File: src/hdl/bitmap_id_allocator_assert.svh
// assertion macros for the bitmap id allocator
// used by the controller and datapath files; no dependencies
`ifndef BITMAP_ID_ALLOCATOR_ASSERT_SVH
`define BITMAP_ID_ALLOCATOR_ASSERT_SVH

`ifndef SYNTHESIS
`define BIA_ASSERT(lbl, clk, rstn, prop) \
  lbl: assert property (@(posedge clk) disable iff (!rstn) prop) \
    else $error("bitmap id allocator check failed");
`define BIA_NEVER(lbl, clk, rstn, expr) \
  lbl: assert property (@(posedge clk) disable iff (!rstn) !(expr)) \
    else $error("bitmap id allocator forbidden condition");
`else
`define BIA_ASSERT(lbl, clk, rstn, prop)
`define BIA_NEVER(lbl, clk, rstn, expr)
`endif

`endif

File: src/hdl/bia_pkg.sv
// shared types and constants for the bitmap id allocator
// no dependencies
package bia_pkg;

  localparam int CFG_AW = 4;
  localparam int CFG_DW = 32;
  localparam int ID_W   = 16;
  localparam int CNT_W  = 7;

  localparam logic [ID_W-1:0]  BASE_ID_RST    = 16'd0;
  localparam logic [ID_W-1:0]  TOP_ID_RST     = 16'd63;
  localparam logic [CNT_W-1:0] MAX_ACTIVE_RST = 7'd50;

  typedef enum logic [1:0] {
    REG_BASE_ID    = 2'd0,
    REG_TOP_ID     = 2'd1,
    REG_MAX_ACTIVE = 2'd2
  } bia_reg_e;

  typedef enum logic [1:0] {
    REQ_ALLOC = 2'd0,
    REQ_FREE  = 2'd1,
    REQ_CLEAR = 2'd2
  } bia_req_e;

  typedef enum logic [1:0] {
    ST_OK    = 2'd0,
    ST_LIMIT = 2'd1,
    ST_FULL  = 2'd2,
    ST_BADID = 2'd3
  } bia_status_e;

  typedef enum logic [1:0] {
    S_IDLE = 2'd0,
    S_EXEC = 2'd1,
    S_SCAN = 2'd2
  } bia_state_e;

  typedef struct packed {
    logic [ID_W-1:0]  base_id;
    logic [ID_W-1:0]  top_id;
    logic [CNT_W-1:0] max_active;
  } bia_cfg_t;

  typedef struct packed {
    logic load;
    logic exec;
    logic grant;
    logic full;
    logic next;
  } bia_cmd_t;

  typedef struct packed {
    logic [1:0] req;
    logic       limit_hit;
    logic       found;
    logic       last_chunk;
    logic       out_free;
  } bia_stat_t;

endpackage

File: src/hdl/bitmap_id_allocator.sv
// bitmap id allocator: free, clear and limit-refused allocate results are registered
// from the exec state, searching allocates from the scan state, which walks the bitmap
// one chunk of up to 64 slots at a time; a result is registered only once any pending
// result has been taken (out_ready_i), and the next transaction is taken in the cycle
// after a result is registered, so requests never overlap. asynchronous active-low reset
// empties the bitmap, zeroes the in-use count and loads the register defaults (0, 63, 50)
module bitmap_id_allocator #(
  parameter int NUM_SLOTS = 64
) (
  input  logic                         clk_i,
  input  logic                         rst_ni,
  input  logic                         psel,
  input  logic                         penable,
  input  logic                         pwrite,
  input  logic [bia_pkg::CFG_AW-1:0]   paddr,
  input  logic [bia_pkg::CFG_DW-1:0]   pwdata,
  output logic [bia_pkg::CFG_DW-1:0]   prdata,
  output logic                         pready,
  input  logic                         in_valid_i,
  output logic                         in_ready_o,
  input  logic [1:0]                   req_type_i,
  input  logic [bia_pkg::ID_W-1:0]     free_id_i,
  output logic                         out_valid_o,
  input  logic                         out_ready_i,
  output logic [bia_pkg::ID_W-1:0]     granted_id_o,
  output logic [1:0]                   status_o
);
  import bia_pkg::*;

  bia_cfg_t  cfg;
  bia_cmd_t  cmd;
  bia_stat_t stat;

  bia_regs u_regs (
    .clk_i   (clk_i),
    .rst_ni  (rst_ni),
    .psel    (psel),
    .penable (penable),
    .pwrite  (pwrite),
    .paddr   (paddr),
    .pwdata  (pwdata),
    .prdata  (prdata),
    .pready  (pready),
    .cfg_o   (cfg)
  );

  bia_ctrl u_ctrl (
    .clk_i      (clk_i),
    .rst_ni     (rst_ni),
    .in_valid_i (in_valid_i),
    .in_ready_o (in_ready_o),
    .stat_i     (stat),
    .cmd_o      (cmd)
  );

  bia_dp #(
    .NUM_SLOTS (NUM_SLOTS)
  ) u_dp (
    .clk_i        (clk_i),
    .rst_ni       (rst_ni),
    .cfg_i        (cfg),
    .cmd_i        (cmd),
    .stat_o       (stat),
    .req_type_i   (req_type_i),
    .free_id_i    (free_id_i),
    .out_valid_o  (out_valid_o),
    .out_ready_i  (out_ready_i),
    .granted_id_o (granted_id_o),
    .status_o     (status_o)
  );

endmodule

File: src/hdl/bia_regs.sv
// configuration register file with apb-style access
// depends on bia_pkg
module bia_regs (
  input  logic                         clk_i,
  input  logic                         rst_ni,
  input  logic                         psel,
  input  logic                         penable,
  input  logic                         pwrite,
  input  logic [bia_pkg::CFG_AW-1:0]   paddr,
  input  logic [bia_pkg::CFG_DW-1:0]   pwdata,
  output logic [bia_pkg::CFG_DW-1:0]   prdata,
  output logic                         pready,
  output bia_pkg::bia_cfg_t            cfg_o
);
  import bia_pkg::*;

  logic [ID_W-1:0]  base_id_q, base_id_d;
  logic [ID_W-1:0]  top_id_q, top_id_d;
  logic [CNT_W-1:0] max_active_q, max_active_d;
  logic             wr_en;
  bia_reg_e         reg_idx;

  assign pready  = 1'b1;
  assign wr_en   = psel & penable & pwrite;
  assign reg_idx = bia_reg_e'(paddr[3:2]);

  always_comb begin
    base_id_d    = base_id_q;
    top_id_d     = top_id_q;
    max_active_d = max_active_q;
    if (wr_en) begin
      unique case (reg_idx)
        REG_BASE_ID:    base_id_d    = pwdata[ID_W-1:0];
        REG_TOP_ID:     top_id_d     = pwdata[ID_W-1:0];
        REG_MAX_ACTIVE: max_active_d = pwdata[CNT_W-1:0];
        default: ;
      endcase
    end
  end

  always_comb begin
    unique case (reg_idx)
      REG_BASE_ID:    prdata = CFG_DW'(base_id_q);
      REG_TOP_ID:     prdata = CFG_DW'(top_id_q);
      REG_MAX_ACTIVE: prdata = CFG_DW'(max_active_q);
      default:        prdata = '0;
    endcase
  end

  always_ff @(posedge clk_i or negedge rst_ni) begin
    if (!rst_ni) begin
      base_id_q    <= BASE_ID_RST;
      top_id_q     <= TOP_ID_RST;
      max_active_q <= MAX_ACTIVE_RST;
    end else begin
      base_id_q    <= base_id_d;
      top_id_q     <= top_id_d;
      max_active_q <= max_active_d;
    end
  end

  assign cfg_o.base_id    = base_id_q;
  assign cfg_o.top_id     = top_id_q;
  assign cfg_o.max_active = max_active_q;

endmodule

File: src/hdl/bia_ctrl.sv
// request sequencer for the bitmap id allocator
// depends on bia_pkg and bitmap_id_allocator_assert.svh
`include "bitmap_id_allocator_assert.svh"
module bia_ctrl (
  input  logic               clk_i,
  input  logic               rst_ni,
  input  logic               in_valid_i,
  output logic               in_ready_o,
  input  bia_pkg::bia_stat_t stat_i,
  output bia_pkg::bia_cmd_t  cmd_o
);
  import bia_pkg::*;

  bia_state_e state_q, state_d;
  logic       to_scan;

  assign to_scan = (stat_i.req == REQ_ALLOC) && !stat_i.limit_hit;

  always_comb begin
    state_d = state_q;
    unique case (state_q)
      S_IDLE: begin
        if (in_valid_i) state_d = S_EXEC;
      end
      S_EXEC: begin
        if (to_scan) state_d = S_SCAN;
        else if (stat_i.out_free) state_d = S_IDLE;
      end
      S_SCAN: begin
        if ((stat_i.found || stat_i.last_chunk) && stat_i.out_free) state_d = S_IDLE;
      end
      default: state_d = S_IDLE;
    endcase
  end

  always_comb begin
    cmd_o      = '0;
    in_ready_o = 1'b0;
    unique case (state_q)
      S_IDLE: begin
        in_ready_o = 1'b1;
        cmd_o.load = in_valid_i;
      end
      S_EXEC: begin
        cmd_o.exec = !to_scan && stat_i.out_free;
      end
      S_SCAN: begin
        cmd_o.grant = stat_i.found && stat_i.out_free;
        cmd_o.full  = !stat_i.found && stat_i.last_chunk && stat_i.out_free;
        cmd_o.next  = !stat_i.found && !stat_i.last_chunk;
      end
      default: ;
    endcase
  end

  always_ff @(posedge clk_i or negedge rst_ni) begin
    if (!rst_ni) begin
      state_q <= S_IDLE;
    end else begin
      state_q <= state_d;
    end
  end

  `BIA_ASSERT(a_cmd_excl, clk_i, rst_ni, $onehot0(cmd_o))
  `BIA_ASSERT(a_finish_free, clk_i, rst_ni, (cmd_o.exec || cmd_o.grant || cmd_o.full) |-> stat_i.out_free)
  `BIA_ASSERT(a_load_on_accept, clk_i, rst_ni, cmd_o.load == (in_valid_i && in_ready_o))

endmodule

File: src/hdl/bia_dp.sv
// bitmap, counters, chunked free-slot search and result register
// depends on bia_pkg and bitmap_id_allocator_assert.svh
`include "bitmap_id_allocator_assert.svh"
module bia_dp #(
  parameter int NUM_SLOTS = 64
) (
  input  logic                       clk_i,
  input  logic                       rst_ni,
  input  bia_pkg::bia_cfg_t          cfg_i,
  input  bia_pkg::bia_cmd_t          cmd_i,
  output bia_pkg::bia_stat_t         stat_o,
  input  logic [1:0]                 req_type_i,
  input  logic [bia_pkg::ID_W-1:0]   free_id_i,
  output logic                       out_valid_o,
  input  logic                       out_ready_i,
  output logic [bia_pkg::ID_W-1:0]   granted_id_o,
  output logic [1:0]                 status_o
);
  import bia_pkg::*;

  localparam int CW   = (NUM_SLOTS < 64) ? NUM_SLOTS : 64;
  localparam int NCH  = (NUM_SLOTS + CW - 1) / CW;
  localparam int MAPW = NCH * CW;
  localparam int CHW  = (NCH > 1) ? $clog2(NCH) : 1;
  localparam int IW   = $clog2(CW);
  localparam int MIW  = $clog2(MAPW);
  localparam int LW   = $clog2(NUM_SLOTS + 1);
  localparam logic [CHW-1:0] LAST_CHUNK = CHW'(NCH - 1);

  logic [MAPW-1:0]  map_q, map_d;
  logic [CNT_W-1:0] cnt_q, cnt_d;
  logic [CHW-1:0]   chunk_q, chunk_d;
  logic             out_valid_q, out_valid_d;
  logic [1:0]       req_q, req_d;
  logic [ID_W-1:0]  fid_q, fid_d;
  logic [LW-1:0]    len_q, len_d;
  logic [ID_W-1:0]  gid_q, gid_d;
  bia_status_e      stat_q, stat_d;

  logic [ID_W-1:0]  cfg_diff;
  logic [LW-1:0]    len_n;
  logic [CW-1:0]    chunk_w;
  logic [CW-1:0]    avail;
  logic [LW:0]      cbase;
  logic             found;
  logic [IW-1:0]    idx;
  logic [MIW-1:0]   gslot;
  logic [ID_W-1:0]  fdiff;
  logic             free_ok;

  // clamped range length from the live registers
  always_comb begin
    cfg_diff = cfg_i.top_id - cfg_i.base_id;
    if (cfg_i.top_id < cfg_i.base_id) begin
      len_n = '0;
    end else if ({1'b0, cfg_diff} >= 17'(NUM_SLOTS)) begin
      len_n = LW'(NUM_SLOTS);
    end else begin
      len_n = LW'({1'b0, cfg_diff} + 17'd1);
    end
  end

  // lowest free in-range slot of the current chunk
  always_comb begin
    chunk_w = map_q[int'(chunk_q) * CW +: CW];
    cbase   = (LW + 1)'(int'(chunk_q) * CW);
    found   = 1'b0;
    idx     = '0;
    for (int i = 0; i < CW; i++) begin
      avail[i] = !chunk_w[i] && ((cbase + (LW + 1)'(i)) < {1'b0, len_q});
    end
    for (int i = CW - 1; i >= 0; i--) begin
      if (avail[i]) begin
        found = 1'b1;
        idx   = IW'(i);
      end
    end
    gslot = MIW'(cbase) + MIW'(idx);
  end

  always_comb begin
    fdiff   = fid_q - cfg_i.base_id;
    free_ok = (fid_q >= cfg_i.base_id) && (fid_q <= cfg_i.top_id) &&
              ({1'b0, fdiff} < 17'(len_q)) && map_q[fdiff[MIW-1:0]];
  end

  always_comb begin
    map_d       = map_q;
    cnt_d       = cnt_q;
    chunk_d     = chunk_q;
    req_d       = req_q;
    fid_d       = fid_q;
    len_d       = len_q;
    gid_d       = gid_q;
    stat_d      = stat_q;
    out_valid_d = out_valid_q && !out_ready_i;

    if (cmd_i.load) begin
      req_d   = req_type_i;
      fid_d   = free_id_i;
      len_d   = len_n;
      chunk_d = '0;
    end

    if (cmd_i.next) begin
      chunk_d = chunk_q + CHW'(1);
    end

    if (cmd_i.exec) begin
      out_valid_d = 1'b1;
      gid_d       = '0;
      unique case (bia_req_e'(req_q))
        REQ_ALLOC: stat_d = ST_LIMIT;
        REQ_FREE: begin
          if (free_ok) begin
            map_d[fdiff[MIW-1:0]] = 1'b0;
            cnt_d                 = cnt_q - CNT_W'(1);
            stat_d                = ST_OK;
          end else begin
            stat_d = ST_BADID;
          end
        end
        REQ_CLEAR: begin
          map_d  = '0;
          cnt_d  = '0;
          stat_d = ST_OK;
        end
        default: stat_d = ST_BADID;
      endcase
    end

    if (cmd_i.grant) begin
      map_d[gslot] = 1'b1;
      cnt_d        = cnt_q + CNT_W'(1);
      gid_d        = cfg_i.base_id + ID_W'(gslot);
      stat_d       = ST_OK;
      out_valid_d  = 1'b1;
    end

    if (cmd_i.full) begin
      gid_d       = '0;
      stat_d      = ST_FULL;
      out_valid_d = 1'b1;
    end
  end

  always_ff @(posedge clk_i or negedge rst_ni) begin
    if (!rst_ni) begin
      map_q       <= '0;
      cnt_q       <= '0;
      chunk_q     <= '0;
      out_valid_q <= 1'b0;
    end else begin
      map_q       <= map_d;
      cnt_q       <= cnt_d;
      chunk_q     <= chunk_d;
      out_valid_q <= out_valid_d;
    end
  end

  always_ff @(posedge clk_i) begin
    req_q  <= req_d;
    fid_q  <= fid_d;
    len_q  <= len_d;
    gid_q  <= gid_d;
    stat_q <= stat_d;
  end

  assign stat_o.req        = req_q;
  assign stat_o.limit_hit  = cnt_q >= cfg_i.max_active;
  assign stat_o.found      = found;
  assign stat_o.last_chunk = chunk_q == LAST_CHUNK;
  assign stat_o.out_free   = !out_valid_q || out_ready_i;

  assign out_valid_o  = out_valid_q;
  assign granted_id_o = gid_q;
  assign status_o     = stat_q;

  `BIA_ASSERT(a_cnt_matches_map, clk_i, rst_ni, cnt_q == CNT_W'($countones(map_q)))
  `BIA_NEVER(a_grant_used_slot, clk_i, rst_ni, cmd_i.grant && map_q[gslot])
  `BIA_ASSERT(a_clear_empties, clk_i, rst_ni, (cmd_i.exec && req_q == REQ_CLEAR) |=> (map_q == '0))

endmodule

File: config.mk
export PLATFORM = sky130hd
export DESIGN_NAME = bitmap_id_allocator
export DESIGN_NICKNAME = d
export VERILOG_FILES = /design/src/hdl/bia_pkg.sv /design/src/hdl/bitmap_id_allocator.sv /design/src/hdl/bia_regs.sv /design/src/hdl/bia_ctrl.sv /design/src/hdl/bia_dp.sv
export VERILOG_INCLUDE_DIRS = /design/src /design/src/hdl
export SDC_FILE = /design/constraint.sdc
export NUM_CORES = 1
export LEC_CHECK = 0
export BUFFER_PORTS_ARGS = -buffer_cell sky130_fd_sc_hd__buf_4
export CORE_UTILIZATION = 30
export DETAILED_ROUTE_END_ITERATION = 7
export PLACE_DENSITY_LB_ADDON = 0.2
export SYNTH_ARGS = -nofsm -noshare
export SYNTH_HDL_FRONTEND = slang
export SYNTH_SLANG_ARGS = --single-unit
export TNS_END_PERCENT = 10
File: constraint.sdc
create_clock -name clk_i -period 6.6 [get_ports clk_i]
set_input_delay 1.32 -clock clk_i [delete_from_list [all_inputs] [get_ports clk_i]]
set_output_delay 1.32 -clock clk_i [all_outputs]
set_load 0.02 [all_outputs]
==> run metrics, run 1 <==
Synth Area in Adders around 7.8%; worst relative slew slack 30.6%; sequential power share a little over a quarter; vias per cell roughly 6.0; Post-CTS Hold Buffers 0; max_cap viols 0; fin crit period 5650 ps; Worst-Margin Slew 1030 ps; crit path max-delay cell type ha_1; first-pass GRT wire length 74.6 mm; clk_skew 11.7 ps; GR Overflow Total 0; Simple-Gate Fraction of Synth Area 19.9%; Die Wd about 210 microns; PD cells between 300 and 400 nW/um^2; fraction of registers with async set/reset around 73%; achievable frequency roughly 180 MHz; GPL Wtd Cong 0.973; Reg clk slew, reported paths about 70 ps; Post-Route WL ~50 mm; critical hold path startpoint u_dp.granted_id_o[3]; Ys Warns 0; register area 3980 sq um; area taken by multi-input logic gates approximately 8200 sq um; layout cells sized above 1 between 10% and 20%; EDFF count, synth 25; r2r worst-path depth 19; Starting Density 30.6%; GRT Resource Usage Total 22.2%; max incr delay on CP about 550 ps; Die H 209 microns; largest net degree at the start of global routing 66; Worst Path Arrival 5950 ps; cell count after synthesis roughly 1600; post-cts resize count 0; Post-synth top flop dfrtp_1; combinational share of power about half; Register-to-Register Setup Slack 950 ps; Worst R2R End u_dp.granted_id_o[10]; HPWL after DPL 37.6 mm; CP Data Required Time 6900 ps; DR WL/cell 22.6 microns; dpl cell area 14000 sq um; most used cell, CP ha_1; fin nets 1754; switching portion of total power 45.2%; Fill cells 4373; I/O pin count 114; multiplexer share of the synthesized area 4.63%; Clk pwr share roughly 22%; Port Buffers between 70 and 80; drt pass-1 iters 5; initial DRC count between 900 and 1000; commonest non-fill, non-tap cell in the layout o21ai_0; area added between synthesis and finish 13.5%; post-synthesis xor/xnor area fraction ~1.6%; Max rail drop VDD about 0.00018 V; Int Power 2.72 mW; synthesized area 12900 sq um; family with the most delay on the worst path compound AO/OA/AOI/OAI gates; DRC 0; number of synthesized register bits 157; core area 42100 sq um; Setup crit start kind flip-flop; crit-path cells inv_1 > ha_1 > nor2b_1 > buf_4 > nor2_1 > o21ai_0 > a21o_1 > a221oi_1 > and2_1 > a22oi_1 > a22oi_1 > nor2_1 > ha_1 > ha_1 > a21o_1 > or3_1 > o2111ai_1 > xnor2_1 > o21ai_0; crit path buf inv count 2; CTS Root Buffer Type clkbuf_16; clock latency on the worst-skew pair 440 ps; Worst Hold Class reg2reg; main combinational cell family by area after synthesis compound AO/OA/AOI/OAI gates; Hold Crit Depth 2; Final ANT Viol Nets 0; die area 43800 sq um; Hold Fails Final Rpt 0; Post-CTS Setup Inserts 0; kind of critical path reg2reg; most frequent cells in the layout o21ai_0, nand2_1, a21oi_1; outcome finished clean; antenna violations before repair 0; setup TNS 0 ps; Synth Area in Compound Gates 29.0%; Design Power 4.96 mW; Hold Path End u_dp.granted_id_o[3]; FP Rows 75; vias in the first global route 12192; Sw Pwr 2.24 mW; Finished Cell Area 14600 sq um; post-synthesis sequential area ratio 30.8%; clock tree buffer depth 2; final slew viol count 0; RSZ-0062 raised after global routing no; P_leak 5.85 nW; Unique masters post-synth 105; Max Fanout on Critical Path 15; Final setup viols 0; reg-to-reg startpoint u_dp.len_q[6]; vias 12900; Inserted Clock Buffers 17; Mapped Avg Cell Area 8.25 sq um; H-tree depth 4; Sink Count 157; Worst Setup End Kind flip-flop; Antenna diodes 0; period utilization 85.6%; CTS tree done
[layout make-up]
cell class / count / share of cell area, %
Clock inverter: 10 / 1.00
Multi-Input combinational cell: 1243 / 55.9
Timing Repair Buffer: 113 / 5.80
Inverter: 82 / 2.10
Sequential cell: 157 / 27.2
Clock buffer: 22 / 3.39
Tap cell: 539 / 4.61
[how the worst max path moves through the flow]
stage,slack [ps],start,endpoint,depth (start not counted)
floorplan,1980,u_regs.base_id_q[1],u_dp.map_q[14],20
global placement,1050,u_regs.base_id_q[1],u_dp.map_q[7],19
detailed placement,1010,u_regs.base_id_q[1],u_dp.map_q[16],19
CTS,990,u_regs.base_id_q[1],u_dp.map_q[16],19
global route,530,u_dp.len_q[6],u_dp.granted_id_o[5],20
finish,950,u_dp.len_q[6],u_dp.granted_id_o[10],19
[cells in the mapped netlist (10+ instances only)]
library cell / instances / area [sq um]
o21ai_0: 165 / 826
nand2_1: 159 / 597
a21oi_1: 118 / 591
dfrtp_1: 105 / 2630
nor2_1: 88 / 330
inv_1: 78 / 293
ha_1: 77 / 963
o211ai_1: 62 / 465
clkbuf_1: 48 / 180
nand3_1: 43 / 215
nor3_1: 42 / 210
nor2b_1: 38 / 238
mux2i_1: 27 / 270
edfxtp_1: 25 / 751
nand4_1: 23 / 144
a21o_1: 22 / 165
a22oi_1: 22 / 165
buf_4: 22 / 165
buf_2: 21 / 105
nand2b_1: 19 / 119
o22ai_1: 19 / 119
dfxtp_1: 18 / 360
xnor2_1: 15 / 131
a211oi_1: 13 / 97.6
a31oi_1: 13 / 81.3
o21ai_1: 13 / 65.1
or3_1: 13 / 81.3
mux2_2: 11 / 124
o311ai_0: 11 / 96.3
o21a_1: 10 / 75.1
[per-stage QoR]
stage / utilization, % / hold slack [ps] / cells / setup slack (ps)
floorplan: - / 453 / 1577 / 1980
global placement: 33.2 / 445 / 2134 / 1050
detailed placement: 33.2 / 451 / 2134 / 1010
CTS: 34.7 / 460 / 2166 / 988
global route: 34.7 / 485 / 2166 / 532
finish: 34.7 / 450 / 2166 / 948
[power groups by stage]
stage	Sequential, mW	Clock, mW	Combinational, mW
6_report	1.34	1.10	2.52
2_1_floorplan	1.32	0	1.70
3_3_place_gp	1.36	0	2.47
3_5_place_dp	1.36	0	2.48
4_1_cts	1.34	1.11	2.49
5_1_grt	1.36	1.16	2.76
[logic make-up after synthesis]
logic type,after synthesis
other cells,2
xor+xnor,23
simple gates,502
buf+inv,177
flops,157
compound gates,575
mux,47
fa+ha+maj,79
[worst min-delay path, delay by kind of cell (launching register included)]
family | cells | cell delay, ps
DFF | 1 | 310
AOI/OAI and AO/OA | 1 | 50
and+or+nand+nor | 1 | 50
[metal layers]
metal / vias to the layer above / global-route usage, % / part of all wire [%]
met5: - / 0 / 0
met4: 0 / 6.85 / 2.6
li1: 5961 / - / -
met3: 87 / 3.07 / 7.1
met2: 568 / 36.9 / 47
met1: 6284 / 29.9 / 43
[sequential cells by signal (all words and copies together), names as in the netlist]
| signal | cells |
|---|---|
| u_ctrl.state_q | 2 |
| u_dp.chunk_q | 1 |
| u_dp.cnt_q | 7 |
| u_dp.fid_q | 16 |
| u_dp.granted_id_o | 16 |
| u_dp.len_q | 7 |
| u_dp.map_q | 64 |
| u_dp.out_valid_o | 1 |
| u_dp.req_q | 2 |
| u_dp.status_o | 2 |
| u_regs.base_id_q | 16 |
| u_regs.max_active_q | 7 |
| u_regs.top_id_q | 16 |
Power figures use the tool's default switching activity.
==> run 2: changes to the inputs <==
--- a/config.mk
+++ b/config.mk
@@ -9,7 +9,7 @@
 export BUFFER_PORTS_ARGS = -buffer_cell sky130_fd_sc_hd__buf_4
 export CORE_UTILIZATION = 30
 export DETAILED_ROUTE_END_ITERATION = 7
-export PLACE_DENSITY_LB_ADDON = 0.2
+export PLACE_DENSITY_LB_ADDON = 0.1
 export SYNTH_ARGS = -nofsm -noshare
 export SYNTH_HDL_FRONTEND = slang
 export SYNTH_SLANG_ARGS = --single-unit
==> run 2 against run 1 <==
Compared with the run above:
- clock skew rose by 3.1 ps
- critical endpoint is now u_dp.map_q[40]
- largest cell class unchanged
- critical path depth shrank 1
- first-iteration DRC count increased by 19%
==> run metrics, run 2 (same netlist as run 1, synthesis figures left out) <==
family with the most delay on the worst path compound AO/OA/AOI/OAI gates; PD cells roughly 340 nW/um^2; DRC 0; fin crit period 5830 ps; fin nets roughly 1800; CP Data Required Time 6880 ps; Top reg by flops u_dp.map_q; Post-CTS Hold Buffers 0; CTS tree done; first-pass GRT wire length 77.4 mm; Worst Hold Class reg2reg; antenna violations before repair 0; Antenna diodes 0; Port Buffers 78; Post-CTS Setup Inserts 0; max FFs per register 64; dpl ws 872 ps; Max Fanout on Critical Path 8; Max rail drop VDD 0.000144 V; Hold Fails Final Rpt 0; I/O pin count 114; most frequent cells in the layout o21ai_0, nand2_1, a21oi_1; GPL Wtd Cong about 0.92; HPWL after DPL a little under 40 mm; Die H 209 microns; Final ANT Viol Nets 0; critical hold path startpoint u_dp.granted_id_o[3]; crit-path cells inv_1 > fa_1 > a21o_1 > a21oi_1 > o21bai_1 > a21oi_1 > xnor2_1 > ha_1 > a222oi_1 > o31ai_1 > nor4_1 > o311a_1 > a21bo_1 > nor4bb_1 > nand4_1 > or4_1 > o211ai_1 > o21ai_0; worst relative slew slack 27.9%; vias per cell between 5 and 6; crit path max-delay cell type or4_1; Hold Crit Depth 2; clk_skew 14.8 ps; Sink Count 157; core area 42100 sq um; Worst-Margin Slew 1080 ps; r2r worst-path depth 18; Die Wd about 210 microns; Hold Path End u_dp.granted_id_o[3]; RSZ-0062 raised after global routing no; reg-to-reg startpoint u_regs.base_id_q[1]; area added between synthesis and finish 13.4%; period utilization between 80% and 90%; most used cell, CP a21oi_1; setup slack after layout 765 ps; max_cap viols 0; post-cts resize count 0; initial DRC count 1124; Setup crit start kind flip-flop; GRT Resource Usage Total 23.3%; vias between 10000 and 15000; H-tree depth 4; DR WL/cell 23.6 microns; Starting Density around 31%; drt pass-1 iters 7; Worst Setup End Kind flip-flop; Final setup viols 0; die area 43800 sq um; final slew viol count 0; clock tree buffer depth 2; achievable frequency between 150 and 200 MHz; Worst R2R End u_dp.map_q[40]; layout cells sized above 1 12.7%; crit path buf inv count 1; Reg clk slew, reported paths 70 ps; setup TNS 0 ps; vias in the first global route 12320; GR Overflow Total 0; max incr delay on CP 890 ps; outcome finished clean; Register-to-Register Setup Slack 770 ps; Inserted Clock Buffers 17; kind of critical path reg2reg; largest net degree at the start of global routing 79; clock latency on the worst-skew pair 440 ps; commonest non-fill, non-tap cell in the layout o21ai_0; CTS Root Buffer Type clkbuf_16; Post-Route WL 51.0 mm; Worst Path Arrival 6110 ps; FP Rows 75; P_leak about 5.8 nW
-- run 2: cell types whose count changed in the layout (fill, tap and decap cells not counted), sizes merged --
cell      before  now
clkbuf        22   21
inv           84   82
buf          113  112
clkinvlp       0    2
clkinv         5    6
-- run 2: worst max-delay path by stage --
stage	to	cells after the start	startpoint
after floorplan	u_dp.map_q[14]	20	u_regs.base_id_q[1]
after global placement	u_dp.map_q[24]	18	u_regs.base_id_q[1]
after detailed placement	u_dp.map_q[41]	18	u_regs.base_id_q[1]
after CTS	u_dp.map_q[41]	18	u_regs.base_id_q[1]
after global routing	u_dp.granted_id_o[15]	19	u_dp.len_q[6]
final	u_dp.map_q[40]	18	u_regs.base_id_q[1]
-- run 2: worst reg2reg max path, delay by kind of cell (launching register included) --
family                   cells  cell delay, ps
AO/OA/AOI/OAI               10            2010
XOR/XNOR                     1             150
adder cells (fa/ha/maj)      2             800
buffers and inverters        1             250
flip-flops                   1             520
AND/OR/NAND/NOR              4            1950
-- run 2: metal layers --
| metal | up-vias | global-route usage, % | routed length (microns) |
|---|---|---|---|
| met5 | - | 0 | 0 |
| met4 | 0 | 8.04 | 1470 |
| met3 | 76 | 2.60 | 2980 |
| met2 | 535 | 38.1 | 23800 |
| met1 | 6288 | 31.9 | 22800 |
| li1 | 5939 | - | - |
-- run 2: metrics by stage --
stage | power [mW] | utilization [%] | area, sq um | hold slack, ps | cells
6_report | 5.00 | 34.7 | 14600 | 455 | 2165
3_3_place_gp | 3.89 | 33.2 | 14000 | 442 | 2133
2_1_floorplan | 3.02 | - | 12900 | 453 | 1577
5_1_grt | 5.32 | 34.7 | 14600 | 484 | 2165
4_1_cts | 5.00 | 34.7 | 14600 | 461 | 2165
3_5_place_dp | 3.89 | 33.2 | 14000 | 452 | 2133
-- run 2: cell type report --
type | instances | area [sq um]
Inverter | 82 | 308
Multi-Input combinational cell | 1243 | 8180
Timing Repair Buffer | 112 | 841
Sequential cell | 157 | 3980
Clock inverter | 11 | 153
Fill cell | 4468 | 27500
Clock buffer | 21 | 482
Tap cell | 539 | 674
-- run 2: report_power, final --
| part | internal [mW] | switching, mW | leakage [nW] | total [mW] |
|---|---|---|---|---|
| Sequential | 1.15 | 0.197 | 1.88 | 1.35 |
| Clock | 0.643 | 0.451 | 0.306 | 1.09 |
| Combinational | 0.910 | 1.65 | 3.65 | 2.56 |
| Total | 2.70 | 2.30 | 5.83 | 5.00 |
